<file path="src/sv/hdrv_pkg.sv">
// Shared types and constants for the three-channel haptic driver.
package hdrv_pkg;

    localparam int CHANNELS  = 3;
    localparam int BEND_W    = 10;
    localparam int MAG_W     = 10;
    localparam int DRIVE_W   = 8;
    localparam int CAL_W     = 9;
    localparam int DELAY_W   = 16;
    localparam int TIME_W    = 32;
    localparam int MODE_W    = 3;
    localparam int CFG_IDX_W = 3;
    localparam int CFG_DATA_W = 16;

    // Dividend is magnitude times full drive, which always fits in this width.
    localparam int DIVD_W    = MAG_W + DRIVE_W - 1;
    localparam int DIV_STEPS = DRIVE_W;
    localparam int STEP_W    = $clog2(DIV_STEPS + 1);
    localparam int SH_W      = $clog2(DIV_STEPS);
    localparam int RAMP_W    = 9;

    localparam logic [DRIVE_W-1:0] FULL_DRIVE = 8'd255;
    localparam logic [RAMP_W-1:0]  RAMP_STEP  = 9'd10;
    localparam logic [RAMP_W-1:0]  RAMP_WRAP  = 9'd260;

    localparam logic [MODE_W-1:0] MODE_PROP  = 3'd1;
    localparam logic [MODE_W-1:0] MODE_RAMP  = 3'd2;
    localparam logic [MODE_W-1:0] MODE_ONOFF = 3'd3;
    localparam logic [MODE_W-1:0] MODE_FULL  = 3'd4;

    localparam logic [CFG_IDX_W-1:0] CFG_MODE  = 3'd0;
    localparam logic [CFG_IDX_W-1:0] CFG_CAL   = 3'd1;
    localparam logic [CFG_IDX_W-1:0] CFG_DEAD  = 3'd2;
    localparam logic [CFG_IDX_W-1:0] CFG_BAND  = 3'd3;
    localparam logic [CFG_IDX_W-1:0] CFG_DELAY = 3'd4;

    localparam logic [MODE_W-1:0]  RST_MODE  = MODE_PROP;
    localparam logic [CAL_W-1:0]   RST_CAL   = 9'd90;
    localparam logic [CAL_W-1:0]   RST_DEAD  = 9'd20;
    localparam logic [CAL_W-1:0]   RST_BAND  = 9'd35;
    localparam logic [DELAY_W-1:0] RST_DELAY = 16'd100;

    typedef enum logic [1:0] {
        ST_IDLE,
        ST_CALC,
        ST_HOLD
    } hdrv_state_t;

    typedef struct packed {
        logic [MODE_W-1:0] mode;
        logic [CAL_W-1:0]  cal;
        logic [CAL_W-1:0]  dead;
        logic [CAL_W-1:0]  band;
    } lane_cfg_t;

    typedef struct packed {
        logic               start;
        logic               commit;
        logic               fire;
        logic [DRIVE_W-1:0] ramp_level;
    } lane_ctrl_t;

endpackage

</file>
<file path="src/sv/hdrv_lane.sv">
// One drive channel: magnitude, eight-step divider, debounce and drive level.
module hdrv_lane #(
    parameter int DEBOUNCE_COUNT = 3
) (
    input  logic                         aclk,
    input  logic                         aresetn,
    input  hdrv_pkg::lane_ctrl_t         ctrl,
    input  hdrv_pkg::lane_cfg_t          cfg,
    input  logic [hdrv_pkg::BEND_W-1:0]  bend,
    output logic                         done,
    output logic [hdrv_pkg::DRIVE_W-1:0] drive
);
    import hdrv_pkg::*;

    localparam int CW = $clog2(DEBOUNCE_COUNT + 1);

    logic [MAG_W-1:0]   mag_in, mag_reg, mag_next;
    logic [DIVD_W-1:0]  rem_reg, rem_next, dividend, div_sh;
    logic [DRIVE_W-1:0] q_reg, q_next, drive_reg, drive_next, prop_level;
    logic               sat_reg, sat_next, busy_reg, busy_next;
    logic [STEP_W-1:0]  cnt_reg, cnt_next, sh_full;
    logic [SH_W-1:0]    sh;
    logic [CW-1:0]      dcnt_reg, dcnt_next, dcnt_upd;
    logic [CW:0]        dcnt_inc;
    logic               trig_reg, trig_next, trig_upd, oob;

    always_comb begin
        mag_in   = bend[BEND_W-1] ? MAG_W'(~bend + 1'b1) : MAG_W'(bend);
        dividend = DIVD_W'({mag_reg, DRIVE_W'(0)} - (MAG_W + DRIVE_W)'(mag_reg));
        sh_full  = STEP_W'(DIV_STEPS) - cnt_reg;
        sh       = sh_full[SH_W-1:0];
        div_sh   = DIVD_W'(cfg.cal) << sh;

        mag_next  = mag_reg;
        rem_next  = rem_reg;
        q_next    = q_reg;
        sat_next  = sat_reg;
        busy_next = busy_reg;
        cnt_next  = cnt_reg;

        if (ctrl.start) begin
            mag_next  = mag_in;
            cnt_next  = '0;
            busy_next = 1'b1;
            q_next    = '0;
        end else if (busy_reg) begin
            if (cnt_reg == '0) begin
                // First step prepares the dividend and spots a quotient above full drive.
                rem_next = dividend;
                sat_next = dividend >= DIVD_W'({cfg.cal, DRIVE_W'(0)});
                cnt_next = cnt_reg + 1'b1;
            end else begin
                if (rem_reg >= div_sh) begin
                    rem_next   = rem_reg - div_sh;
                    q_next[sh] = 1'b1;
                end
                if (cnt_reg == STEP_W'(DIV_STEPS)) begin
                    busy_next = 1'b0;
                end else begin
                    cnt_next = cnt_reg + 1'b1;
                end
            end
        end
    end

    always_comb begin
        oob      = mag_reg > MAG_W'(cfg.band);
        dcnt_inc = {1'b0, dcnt_reg} + 1'b1;
        dcnt_upd = dcnt_reg;
        trig_upd = trig_reg;
        if (oob) begin
            if (dcnt_inc >= (CW + 1)'(DEBOUNCE_COUNT)) begin
                trig_upd = 1'b1;
                dcnt_upd = CW'(DEBOUNCE_COUNT - 1);
            end else begin
                dcnt_upd = dcnt_inc[CW-1:0];
            end
        end else if (dcnt_reg != '0) begin
            dcnt_upd = dcnt_reg - 1'b1;
        end else begin
            trig_upd = 1'b0;
        end

        if (mag_reg <= MAG_W'(cfg.dead)) begin
            prop_level = '0;
        end else if (sat_reg) begin
            prop_level = FULL_DRIVE;
        end else begin
            prop_level = q_reg;
        end

        dcnt_next  = dcnt_reg;
        trig_next  = trig_reg;
        drive_next = drive_reg;
        if (ctrl.commit) begin
            case (cfg.mode)
                MODE_PROP: begin
                    drive_next = prop_level;
                end
                MODE_RAMP: begin
                    dcnt_next = dcnt_upd;
                    trig_next = trig_upd;
                    if (ctrl.fire) begin
                        drive_next = trig_upd ? ctrl.ramp_level : '0;
                    end
                end
                MODE_ONOFF: begin
                    drive_next = oob ? FULL_DRIVE : '0;
                end
                MODE_FULL: begin
                    drive_next = FULL_DRIVE;
                end
                default: begin
                    drive_next = drive_reg;
                end
            endcase
        end
    end

    always_ff @(posedge aclk) begin
        if (!aresetn) begin
            busy_reg  <= 1'b0;
            cnt_reg   <= '0;
            drive_reg <= '0;
            dcnt_reg  <= '0;
            trig_reg  <= 1'b0;
        end else begin
            busy_reg  <= busy_next;
            cnt_reg   <= cnt_next;
            drive_reg <= drive_next;
            dcnt_reg  <= dcnt_next;
            trig_reg  <= trig_next;
        end
    end

    always_ff @(posedge aclk) begin
        mag_reg <= mag_next;
        rem_reg <= rem_next;
        q_reg   <= q_next;
        sat_reg <= sat_next;
    end

    assign done  = !busy_reg;
    assign drive = drive_reg;

    a_step_range: assert property (@(posedge aclk) disable iff (!aresetn)
        busy_reg |-> cnt_reg <= STEP_W'(DIV_STEPS))
        else $error("divider step count out of range");

    a_debounce_range: assert property (@(posedge aclk) disable iff (!aresetn)
        (CW + 1)'(dcnt_reg) < (CW + 1)'(DEBOUNCE_COUNT))
        else $error("debounce count reached its trigger value");

    a_commit_idle: assert property (@(posedge aclk) disable iff (!aresetn)
        ctrl.commit |-> !busy_reg && !ctrl.start)
        else $error("levels committed while the divider was running");

endmodule

</file>
<file path="src/sv/hdrv_ramp.sv">
// Shared ramp level and pulse timer for the debounced ramp mode.
module hdrv_ramp (
    input  logic                         aclk,
    input  logic                         aresetn,
    input  logic                         start,
    input  logic                         commit,
    input  logic [hdrv_pkg::TIME_W-1:0]  now_ms,
    input  logic [hdrv_pkg::MODE_W-1:0]  mode,
    input  logic [hdrv_pkg::DELAY_W-1:0] pulse_delay_ms,
    output logic                         fire,
    output logic [hdrv_pkg::DRIVE_W-1:0] ramp_level
);
    import hdrv_pkg::*;

    logic [TIME_W-1:0] now_reg, now_next, last_reg, last_next, elapsed;
    logic [RAMP_W-1:0] ramp_reg, ramp_next, ramp_sum;

    always_comb begin
        // Elapsed time wraps with the millisecond counter.
        elapsed  = now_reg - last_reg;
        fire     = (mode == MODE_RAMP) && (elapsed > TIME_W'(pulse_delay_ms));
        ramp_sum = ramp_reg + RAMP_STEP;

        now_next  = start ? now_ms : now_reg;
        last_next = last_reg;
        ramp_next = ramp_reg;
        if (commit && fire) begin
            last_next = now_reg;
            ramp_next = (ramp_sum >= RAMP_WRAP) ? '0 : ramp_sum;
        end
    end

    always_ff @(posedge aclk) begin
        if (!aresetn) begin
            last_reg <= '0;
            ramp_reg <= '0;
        end else begin
            last_reg <= last_next;
            ramp_reg <= ramp_next;
        end
    end

    always_ff @(posedge aclk) begin
        now_reg <= now_next;
    end

    assign ramp_level = ramp_reg[DRIVE_W-1:0];

endmodule

</file>
<file path="src/sv/three_channel_haptic_driver.sv">
// Top level of the three-channel haptic driver: handshakes, configuration and lane control.
//
// Each input item carries three signed bend angles and the current millisecond time;
// each item gives exactly one result item holding the three PWM drive levels.
// The input channel (s_valid/s_ready) takes an item only when the block is idle. The
// three channel lanes then work side by side: each finds the bend magnitude and runs
// an eight-step restoring divider for the proportional level, one quotient bit per
// cycle, so the divider sets the pace. When all lanes are done the new levels,
// debounce counters and the shared ramp state are updated together and the result
// is offered on m_valid/m_ready.
// A result is offered once all lanes are done and the output side is free; no new item is
// taken before that. The block returns to idle as soon as the result is committed, so the
// next item may be accepted while that result still waits.
// If the receiver stalls, the finished levels are held until the previous result has
// been taken, and no further item is accepted meanwhile.
// Reset (aresetn low, synchronous) clears all drive levels, debounce counters,
// triggered flags, the ramp level and the pulse timestamp, and reloads the registers
// with mode 1, calibration 90, dead zone 20, band 35 and pulse delay 100 ms.
// Configuration writes (cfg_wr_en, cfg_index, cfg_wdata) take effect at once and are
// expected only while the block is idle.
module three_channel_haptic_driver #(
    parameter int DEBOUNCE_COUNT = 3
) (
    input  logic                            aclk,
    input  logic                            aresetn,
    input  logic                            cfg_wr_en,
    input  logic [hdrv_pkg::CFG_IDX_W-1:0]  cfg_index,
    input  logic [hdrv_pkg::CFG_DATA_W-1:0] cfg_wdata,
    input  logic                            s_valid,
    output logic                            s_ready,
    input  logic signed [hdrv_pkg::BEND_W-1:0] s_bend_a,
    input  logic signed [hdrv_pkg::BEND_W-1:0] s_bend_b,
    input  logic signed [hdrv_pkg::BEND_W-1:0] s_bend_c,
    input  logic [hdrv_pkg::TIME_W-1:0]     s_now_ms,
    output logic                            m_valid,
    input  logic                            m_ready,
    output logic [hdrv_pkg::DRIVE_W-1:0]    m_drive_a,
    output logic [hdrv_pkg::DRIVE_W-1:0]    m_drive_b,
    output logic [hdrv_pkg::DRIVE_W-1:0]    m_drive_c
);
    import hdrv_pkg::*;

    hdrv_state_t state_reg, state_next;

    logic [MODE_W-1:0]  mode_reg, mode_next;
    logic [CAL_W-1:0]   cal_reg, cal_next, dead_reg, dead_next, band_reg, band_next;
    logic [DELAY_W-1:0] delay_reg, delay_next;
    logic               m_valid_reg, m_valid_next;

    logic               accept, commit, out_free, all_done, fire;
    logic [DRIVE_W-1:0] ramp_level;
    logic [CHANNELS-1:0] lane_done;
    logic [BEND_W-1:0]  bend_arr [CHANNELS];
    logic [DRIVE_W-1:0] drive_arr [CHANNELS];
    lane_cfg_t          lane_cfg;
    lane_ctrl_t         lane_ctrl;

    // Configuration registers; the index selects one, the data is cut to its width.
    always_comb begin
        mode_next  = mode_reg;
        cal_next   = cal_reg;
        dead_next  = dead_reg;
        band_next  = band_reg;
        delay_next = delay_reg;
        if (cfg_wr_en) begin
            case (cfg_index)
                CFG_MODE:  mode_next  = cfg_wdata[MODE_W-1:0];
                CFG_CAL:   cal_next   = cfg_wdata[CAL_W-1:0];
                CFG_DEAD:  dead_next  = cfg_wdata[CAL_W-1:0];
                CFG_BAND:  band_next  = cfg_wdata[CAL_W-1:0];
                CFG_DELAY: delay_next = cfg_wdata[DELAY_W-1:0];
                default:   mode_next  = mode_reg;
            endcase
        end
    end

    always_ff @(posedge aclk) begin
        if (!aresetn) begin
            mode_reg  <= RST_MODE;
            cal_reg   <= RST_CAL;
            dead_reg  <= RST_DEAD;
            band_reg  <= RST_BAND;
            delay_reg <= RST_DELAY;
        end else begin
            mode_reg  <= mode_next;
            cal_reg   <= cal_next;
            dead_reg  <= dead_next;
            band_reg  <= band_next;
            delay_reg <= delay_next;
        end
    end

    // The output side is free when no result is waiting or the waiting one leaves now.
    assign out_free = !m_valid_reg || m_ready;
    assign all_done = &lane_done;
    assign accept   = s_valid && s_ready;

    // Next-state logic of the item sequencer.
    always_comb begin
        state_next = state_reg;
        case (state_reg)
            ST_IDLE: begin
                if (s_valid) begin
                    state_next = ST_CALC;
                end
            end
            ST_CALC: begin
                if (all_done) begin
                    state_next = out_free ? ST_IDLE : ST_HOLD;
                end
            end
            ST_HOLD: begin
                if (out_free) begin
                    state_next = ST_IDLE;
                end
            end
            default: begin
                state_next = ST_IDLE;
            end
        endcase
    end

    // Output logic of the item sequencer.
    always_comb begin
        s_ready = 1'b0;
        commit  = 1'b0;
        case (state_reg)
            ST_IDLE: begin
                s_ready = 1'b1;
            end
            ST_CALC: begin
                commit = all_done && out_free;
            end
            ST_HOLD: begin
                commit = out_free;
            end
            default: begin
                s_ready = 1'b0;
            end
        endcase
    end

    always_comb begin
        m_valid_next = m_valid_reg;
        if (commit) begin
            m_valid_next = 1'b1;
        end else if (m_ready) begin
            m_valid_next = 1'b0;
        end
    end

    always_ff @(posedge aclk) begin
        if (!aresetn) begin
            state_reg   <= ST_IDLE;
            m_valid_reg <= 1'b0;
        end else begin
            state_reg   <= state_next;
            m_valid_reg <= m_valid_next;
        end
    end

    assign lane_cfg = '{mode: mode_reg, cal: cal_reg, dead: dead_reg, band: band_reg};
    assign lane_ctrl = '{start: accept, commit: commit, fire: fire, ramp_level: ramp_level};

    assign bend_arr[0] = s_bend_a;
    assign bend_arr[1] = s_bend_b;
    assign bend_arr[2] = s_bend_c;

    hdrv_ramp u_ramp (
        .aclk           (aclk),
        .aresetn        (aresetn),
        .start          (accept),
        .commit         (commit),
        .now_ms         (s_now_ms),
        .mode           (mode_reg),
        .pulse_delay_ms (delay_reg),
        .fire           (fire),
        .ramp_level     (ramp_level)
    );

    for (genvar ch = 0; ch < CHANNELS; ch++) begin : g_lane
        hdrv_lane #(
            .DEBOUNCE_COUNT (DEBOUNCE_COUNT)
        ) u_lane (
            .aclk    (aclk),
            .aresetn (aresetn),
            .ctrl    (lane_ctrl),
            .cfg     (lane_cfg),
            .bend    (bend_arr[ch]),
            .done    (lane_done[ch]),
            .drive   (drive_arr[ch])
        );
    end

    // The lane drive registers change only on a commit, so they act as the output register.
    assign m_valid   = m_valid_reg;
    assign m_drive_a = drive_arr[0];
    assign m_drive_b = drive_arr[1];
    assign m_drive_c = drive_arr[2];

    a_accept_starts: assert property (@(posedge aclk) disable iff (!aresetn)
        accept |=> !s_ready && !all_done)
        else $error("accepted item did not start the lanes");

    a_result_from_commit: assert property (@(posedge aclk) disable iff (!aresetn)
        $rose(m_valid_reg) |-> $past(commit))
        else $error("result offered without a commit");

    a_no_overwrite: assert property (@(posedge aclk) disable iff (!aresetn)
        (m_valid_reg && !m_ready) |-> !commit)
        else $error("levels changed while a result was stalled");

endmodule
</file>
<file path="config.mk">
export PLATFORM = sky130hd
export DESIGN_NAME = three_channel_haptic_driver
export DESIGN_NICKNAME = d
export VERILOG_FILES = /design/src/sv/hdrv_pkg.sv /design/src/sv/hdrv_lane.sv /design/src/sv/hdrv_ramp.sv /design/src/sv/three_channel_haptic_driver.sv
export SDC_FILE = /design/constraint.sdc
export NUM_CORES = 1
export LEC_CHECK = 0
export ABC_AREA = 1
export BUFFER_PORTS_ARGS = -buffer_cell sky130_fd_sc_hd__buf_2
export CAP_MARGIN = 15
export CORE_UTILIZATION = 50
export DETAILED_ROUTE_END_ITERATION = 8
export GPL_TIMING_DRIVEN = 0
export PLACE_DENSITY = 0.68
export SLEW_MARGIN = 10
export SYNTH_ARGS = -nofsm -noshare
export SYNTH_HDL_FRONTEND = slang
export SYNTH_SLANG_ARGS = --single-unit
</file>
<file path="constraint.sdc">
create_clock -name aclk -period 11.71 [get_ports aclk]
set_input_delay 0.5855 -clock aclk [delete_from_list [all_inputs] [get_ports aclk]]
set_output_delay 0.5855 -clock aclk [all_outputs]
set_load 0.05 [all_outputs]
</file>
==> qor.yml, run 1 <==
place:
  dp_hpwl_microns: 48100
  routabilityCongestion: 1.01
  post-place-ws_ps: 6450
  port_buffers: 109
floorplanning:
  die_area_sq_um: 42400
  initial_core_util_pct: 50.7
  fp.dieW_microns: 206
  io_pins: 112
  dieHeight_microns: 206
  rows: 74
  fp.coreArea_sq_um: 40900
worst_setup_path:
  cp-end-kind: "flop"
  cp-start-kind: "flop"
  worstPathRequired_ps: 12020
  worstSetupPathType: "flop to flop"
  arrival_ps: 5660
  reg2reg_from: "g_lane[1].u_lane.cnt_reg[0]"
  reg2regPathDepth: 18
  rr_endpoint: "g_lane[1].u_lane.rem_reg[5]"
  r2r_slack_ps: 6360
  cp_max_fo: 10
clocking:
  cts_root_buffer: "clkbuf_16"
  cts_inserted_buffers: 34
  ctsResizeCount: 0
  cts_sinks: 277
  cts-htree-levels: 2
  postCtsSetupBuffers: 0
  clk_latency_ps: 550
  path_clk_slew_ps: 60
  cts_hold_repair.buffers: 0
  clockBufferDepth: 3
  cts_tree: "yes"
power:
  netSwitchingPower_mw: 1.94
  finalPower_mw: 4.50
  swShare_pct: 43.2
  p_seq_share_pct: 29.2
  power_density_nw_per_um2: 194
  p_leak_nw: 10.8
  ir_worst_vdd_uv: 139
  power_frac_comb_pct: 47.1
  p_clk_share_pct: 23.7
  p_int_mw: 2.56
sta:
  max_freq_mhz: 187
  fin_crit_sh_pct: 45.7
  finalSetupViolations: 0
  period_needed_ps: 5350
  timing.hold.ws_ps: 213
  fin_tns_setup_ps: 0
  fin_worst_skew_ps: 16.8
  setup_slack_ps: 6360
  rsz0062_at_grt: "false"
  maxSlewViolCount: 0
  slew_headroom_pct: 46.2
  worstMarginPinSlew_ps: 807
  hold_viol: 0
final_layout:
  drive_gt1_share_pct: 7.88
  nets: 3388
  largest_reg_flops: 51
  syn_to_final_growth_pct: 11.7
  nFillCells: 4028
yosys:
  ys_warn_count: 0
  synth_area_leaders: "edfxtp_1 (17%), dfxtp_1 (16%), ha_1 (13%), nand2_1 (12%), inv_1 (7.9%)"
  synth_edf_count: 116
  synth_nets: 3239
  syn_inst: 2936
  synth_area_sq_um: 20800
  ys_ff_latch: 277
  ys_types: 55
  synth-async-reset-ratio_pct: 0
  seq_area_frac_synth_pct: 32.3
  post-synth-top-area-cell: "edfxtp_1"
  synth_ff_type: "dfxtp_1"
  post_synth.cell_area_avg_sq_um: 7.07
  netlist.area_leader.share_pct: 16.8
drt:
  wl_microns: 60600
  vias_per_cell: 5.43
  drtIter0Drc: 1350
  ant_nets: 0
  wl_per_cell_microns: 16.6
  drc_errors: 0
  vias: 19816
  firstDrtPassIters: 5
min_path:
  hold_path_end: "u_ramp.now_reg[26]"
  min_from: "s_now_ms[26]"
  min_path_type: "primary input to flop"
  min_path_cells: 1
outcome:
  status: "completed"
grt:
  antenna_found_initial: 7
  grt_pass1_vias: 19041
  grt_start_max_net_pins: 61
  grt-ovfl-total: 0
  grt_usage_pct: 28.8
  grt_pass1_wl_microns: 96000
run:
  cap_violations: 0
==> worst max-delay path by stage <==
stage	from	endpoint	slack, ps	cells past startpoint
after floorplan	g_lane[0].u_lane.cnt_reg[0]	g_lane[0].u_lane.rem_reg[0]	7220	20
after global placement	g_lane[1].u_lane.cnt_reg[0]	g_lane[1].u_lane.rem_reg[5]	5940	16
after detailed placement	g_lane[1].u_lane.cnt_reg[0]	g_lane[1].u_lane.rem_reg[5]	6450	18
after CTS	g_lane[1].u_lane.cnt_reg[0]	g_lane[1].u_lane.rem_reg[15]	6410	18
after global routing	g_lane[1].u_lane.cnt_reg[0]	g_lane[1].u_lane.rem_reg[5]	5950	18
final	g_lane[1].u_lane.cnt_reg[0]	g_lane[1].u_lane.rem_reg[5]	6360	18
==> power groups by stage <==
stage | Combinational [mW] | Sequential (mW) | Clock (mW)
CTS | 2.09 | 1.31 | 1.09
detailed placement | 2.08 | 1.33 | 0
global placement | 2.01 | 1.34 | 0
finish | 2.12 | 1.32 | 1.07
global route | 2.39 | 1.33 | 1.12
floorplan | 1.49 | 1.36 | 0
==> Yosys cell counts (11+ instances only) <==
cell type / instances
nand2_1: 653
inv_1: 437
nor2_1: 314
o21ai_0: 266
ha_1: 213
a21oi_1: 199
dfxtp_1: 161
nand3_1: 124
edfxtp_1: 116
xor2_1: 82
clkbuf_1: 48
nor3_1: 41
nor2_2: 34
xnor2_1: 32
nand4_1: 29
o21a_1: 21
a211oi_1: 15
o211ai_1: 13
o21ai_1: 13
or2_2: 12
o31ai_1: 11
==> through the flow <==
stage / instance area, sq um / std cells / utilization, %
2_1_floorplan: 20800 / 2936 / -
4_1_cts: 23200 / 3643 / 56.6
3_3_place_gp: 22000 / 3577 / 53.7
3_5_place_dp: 22100 / 3581 / 53.9
5_1_grt: 23200 / 3647 / 56.7
6_report: 23200 / 3648 / 56.7
==> worst max-delay path, cell delays in order, from the launching register on <==
cell,delay [ps]
dfxtp_1,340
clkbuf_1,270
clkbuf_1,420
inv_1,270
ha_1,300
xnor2_1,530
inv_1,200
clkbuf_1,240
o21ai_0,370
ha_1,370
a21oi_1,180
inv_1,70
a221oi_1,320
nand2_1,90
nand2_1,70
nand4_1,350
o21ai_0,340
nor2_2,160
buf_6,180
==> cell usage in the layout (no fill, tap or decap), drive strengths merged, types with 3 or more instances in the layout <==
cell	n
o21bai	6
ha	213
a31oi	5
nand3	126
diode	5
dfxtp	161
clkinv	13
a21o	8
a211oi	15
xor2	82
nand2	659
or2	13
nor3	42
nand3b	4
nand4	29
o21a	21
o31ai	11
inv	444
mux2i	8
and3	3
clkbuf	99
o21ai	279
o22ai	5
a21oi	200
buf	127
edfxtp	116
nor4	7
o211ai	13
fa	4
nor2	350
xnor2	32
==> per-layer routing <==
layer  global-route usage (%)  routed length [microns]  up-vias  share of wire, %
met4                     13.9                     2860        6               4.7
met3                     4.96                     3810      182               6.3
li1                         -                        -     9921                 -
met2                     49.3                    28600      614                47
met5                        0                       39        -             0.064
met1                     35.0                    25300     9093                42
==> layout make-up <==
cell class | instances | area (sq um) | share of cell area, %
multi-input cells | 2150 | 12100 | 52.2
flip-flops and latches | 277 | 6710 | 28.9
inverters | 447 | 1680 | 7.24
clock buffers | 51 | 1030 | 4.44
well taps | 532 | 666 | 2.87
repair buffers | 113 | 614 | 2.65
plain buffers | 62 | 293 | 1.26
clock inverters | 11 | 93.8 | 0.405
diodes | 5 | 12.5 | 0.0539
==> logic make-up (layout without fill, tap and decap cells) <==
kind of cell | count (synthesis) | after routing | share of synthesized area [%]
AND/OR/NAND/NOR | 1238 | 1238 | 24.9
AO/OA/AOI/OAI | 573 | 573 | 14.9
buffers and inverters | 509 | 684 | 9.48
flip-flops | 277 | 277 | 32.3
adder cells (fa/ha/maj) | 217 | 217 | 13.2
XOR/XNOR | 114 | 114 | 4.81
multiplexers | 8 | 8 | 0.386
other | 0 | 5 | 0
Power figures use the tool's default switching activity.
==> run 2: changes to the inputs <==
--- a/config.mk
+++ b/config.mk
@@ -5,13 +5,13 @@
 export SDC_FILE = /design/constraint.sdc
 export NUM_CORES = 1
 export LEC_CHECK = 0
-export ABC_AREA = 1
+export ABC_AREA = 0
 export BUFFER_PORTS_ARGS = -buffer_cell sky130_fd_sc_hd__buf_2
 export CAP_MARGIN = 15
 export CORE_UTILIZATION = 50
 export DETAILED_ROUTE_END_ITERATION = 8
 export GPL_TIMING_DRIVEN = 0
-export PLACE_DENSITY = 0.68
+export PLACE_DENSITY = 0.71
 export SLEW_MARGIN = 10
 export SYNTH_ARGS = -nofsm -noshare
 export SYNTH_HDL_FRONTEND = slang
==> constraint.sdc (replaced) <==
create_clock -name aclk -period 4.5 [get_ports aclk]
set_input_delay 0.225 -clock aclk [delete_from_list [all_inputs] [get_ports aclk]]
set_output_delay 0.225 -clock aclk [all_outputs]
set_load 0.05 [all_outputs]
==> qor.yml, run 2 <==
clocking:
  cts_sinks: 277  # unchanged
  cts_inserted_buffers: 35  # was 34
  cts_tree: "yes"  # unchanged
  clk_latency_ps: 560  # was 550 ps
  cts_root_buffer: "clkbuf_16"  # unchanged
  clockBufferDepth: 3  # unchanged
  cts-htree-levels: 2  # unchanged
  path_clk_slew_ps: 60  # about the same
run:
  cap_violations: 0  # unchanged
yosys:
  seq_area_frac_synth_pct: 32.7  # was 32.3%
  synth_edf_count: 116  # unchanged
  post-synth-top-area-cell: "edfxtp_1"  # unchanged
  ys_types: 84  # was 55
  yosysMostFrequentCell: "nand2_1"  # unchanged
  netlist.area_leader.share_pct: 17.0  # was 16.8%
  ys_ff_latch: 277  # unchanged
  synth-async-reset-ratio_pct: 0  # unchanged
  post_synth.cell_area_avg_sq_um: 8.37  # was 7.07 sq um
  synth_nets: 2752  # was 3,239
  ys_warn_count: 0  # unchanged
  synthTopCellsByCount: "nand2_1 (292), a21oi_1 (226), ha_1 (213)"  # was nand2_1 (653), inv_1 (437), nor2_1 (314)
  synth_area_leaders: "edfxtp_1 (17%), dfxtp_1 (16%), ha_1 (13%), a21oi_1 (5.5%), nand2_1 (5.3%)"  # was edfxtp_1 (17%), dfxtp_1 (16%), ha_1 (13%), nand2_1 (12%), inv_1 (7.9%)
  synth_area_sq_um: 20500  # was 20,800 sq um
  syn_inst: 2449  # was 2,936
  synth_ff_type: "dfxtp_1"  # unchanged
final_layout:
  mostFrequentLayoutCells: "nand2_1 (290), a21oi_1 (206), ha_1 (202)"  # was nand2_1 (653), inv_1 (437), nor2_1 (311)
  drive_gt1_share_pct: 15.6  # was 7.88%
  nets: 3042  # was 3,388
  syn_to_final_growth_pct: 23.6  # was 11.7%
  fin_util_pct: 63.2  # was 56.7%
  n_antenna_cell: 0  # was 5
  fin_cells: 3290  # was 3,648
  final_common_cell: "nand2_1"  # unchanged
  largest_reg_flops: 51  # unchanged
drt:
  drc_errors: 0  # unchanged
  vias: 19747  # was 19,816
  firstDrtPassIters: 7  # was 5
  wl_microns: 65200  # was 60,600 microns
  wl_per_cell_microns: 19.8  # was 16.6 microns
  ant_nets: 0  # unchanged
  met3WireLength_microns: 4280  # was 3810 microns
  vias_per_cell: 6.00  # was 5.43
  drtIter0Drc: 1572  # was 1,350
  highest_layer: "met4"  # was met5
  wl_met1_microns: 27800  # was 25,300 microns
  wl_met2_microns: 30300  # was 28,600 microns
power:
  p_leak_nw: 9.99  # was 10.8 nW
  power_density_nw_per_um2: 339  # was 194 nW/um^2
  ir_worst_vdd_uv: 248  # was 139 uV
outcome:
  violations: "setup timing"
  status: "finished with violations"  # was completed
worst_setup_path:
  r2r_slack_ps: -210  # was 6360 ps
  cp_max_fo: 7  # was 10
  worstSetupPathType: "flop to flop"  # unchanged
  arrival_ps: 5130  # was 5660 ps
  cp-end-kind: "flop"  # unchanged
  cp-start-kind: "flop"  # unchanged
  worstPathRequired_ps: 4930  # was 12,020 ps
floorplanning:
  io_pins: 112  # unchanged
  fp.dieW_microns: 204  # was 206 microns
  dieHeight_microns: 204  # was 206 microns
  fp.coreArea_sq_um: 40100  # was 40,900 sq um
  rows: 73  # was 74
  initial_core_util_pct: 51.1  # was 50.7%
  die_area_sq_um: 41800  # was 42,400 sq um
sta:
  slew_headroom_pct: 28.0  # was 46.2%
  hold_viol: 0  # unchanged
  worstMarginPinSlew_ps: 1080  # was 807 ps
  setup_slack_ps: -206  # was 6360 ps
  period_needed_ps: 4710  # was 5350 ps
  finalSetupViolations: 60  # was 0
  fin_tns_setup_ps: -6650  # was 0 ps
  max_freq_mhz: 212  # was 187 MHz
  fin_crit_sh_pct: 105  # was 45.7%
  maxSlewViolCount: 0  # unchanged
  rsz0062_at_grt: "true"  # was false
  fin_worst_skew_ps: 24.1  # was 16.8 ps
grt:
  grt-ovfl-total: 0  # unchanged
  grt_pass1_wl_microns: 99700  # was 96,000 microns
  grt_pass1_vias: 18833  # was 19,041
  grt_start_max_net_pins: 63  # was 61
  grt_usage_pct: 30.3  # was 28.8%
  antenna_found_initial: 0  # was 7
place:
  dpl.cell_count: 3083  # was 3,581
  dp_hpwl_microns: 47600  # was 48,100 microns
  port_buffers: 107  # was 109
  routabilityCongestion: 0.936  # was 1.01
min_path:
  min_path_type: "primary input to flop"  # unchanged
## run 2: worst paths after layout
kind / from / to / cells after the start
setup / recovery: u_ramp.now_reg[1] / u_ramp.ramp_reg[6] / 19
hold / removal: s_bend_b[3] / g_lane[1].u_lane.mag_reg[3] / 2
setup reg to reg: u_ramp.now_reg[1] / u_ramp.ramp_reg[6] / 19
hold reg to reg: g_lane[1].u_lane.drive[6] / g_lane[1].u_lane.drive[6] / 2
## run 2: report_power, final
part | switching, mW | internal, mW
clock | 1.17 | 1.97
sequential | 0.118 | 2.80
combinational | 1.50 | 1.02
total | 2.79 | 5.79
## run 2: cell families after synthesis
kind of cell	share of synthesized area (%)
simple gates	18.8
compound gates	20.6
buf+inv	5.35
flops	32.7
fa+ha+maj	13.4
xor+xnor	5.38
mux	3.77
## run 2: repair_timing
item                                    in CTS  in global routing
hold endpoints to repair                    85                  0
endpoints found under the setup margin     151                155
buffers inserted                            42                 34
hold buffers                                69                  0
pin swaps                                   52                 62
resized for setup                          111                161
gates cloned                                 0                  5
## run 2: worst max-delay path: stages (launching register included)
cell	delay [ps]
edfxtp_1	440
ha_1	310
nor2b_4	210
o2111ai_4	180
a21oi_2	230
nor2b_2	70
o21a_1	200
xnor2_1	180
ha_1	320
nand4_1	140
or4_4	600
nand3b_1	200
o2111a_1	240
nand4_1	160
nor4_4	160
buf_4	180
and3_4	260
buf_8	160
mux2i_1	90
a311o_1	270
## run 2: cell type report
type | instances | area [sq um]
Tap cell | 525 | 657
Buffer | 115 | 582
Clock buffer | 51 | 1120
Timing Repair Buffer | 256 | 1980
Clock inverter | 12 | 166
Inverter | 168 | 641
Multi-Input combinational cell | 1886 | 13500
Sequential cell | 277 | 6710
Fill cell | 3312 | 14800
## run 2: per-layer routing
layer	vias up	global-route usage [%]
met5	-	0
met4	0	12.9
met3	177	4.85
met2	734	50.4
met1	9391	38.8
li1	9445	-
## run 2: through the flow
stage / hold slack, ps / setup slack (ps) / power, mW / instance area, sq um
6_report: 26.3 / -206 / 8.58 / 25300
5_1_grt: 31.2 / -319 / 8.97 / 25300
4_1_cts: 0.885 / -93.3 / 8.46 / 24500
3_5_place_dp: 403 / -1040 / 5.18 / 21700
3_3_place_gp: 401 / -1030 / 5.11 / 21700
2_1_floorplan: 324 / 83.3 / 4.56 / 20500
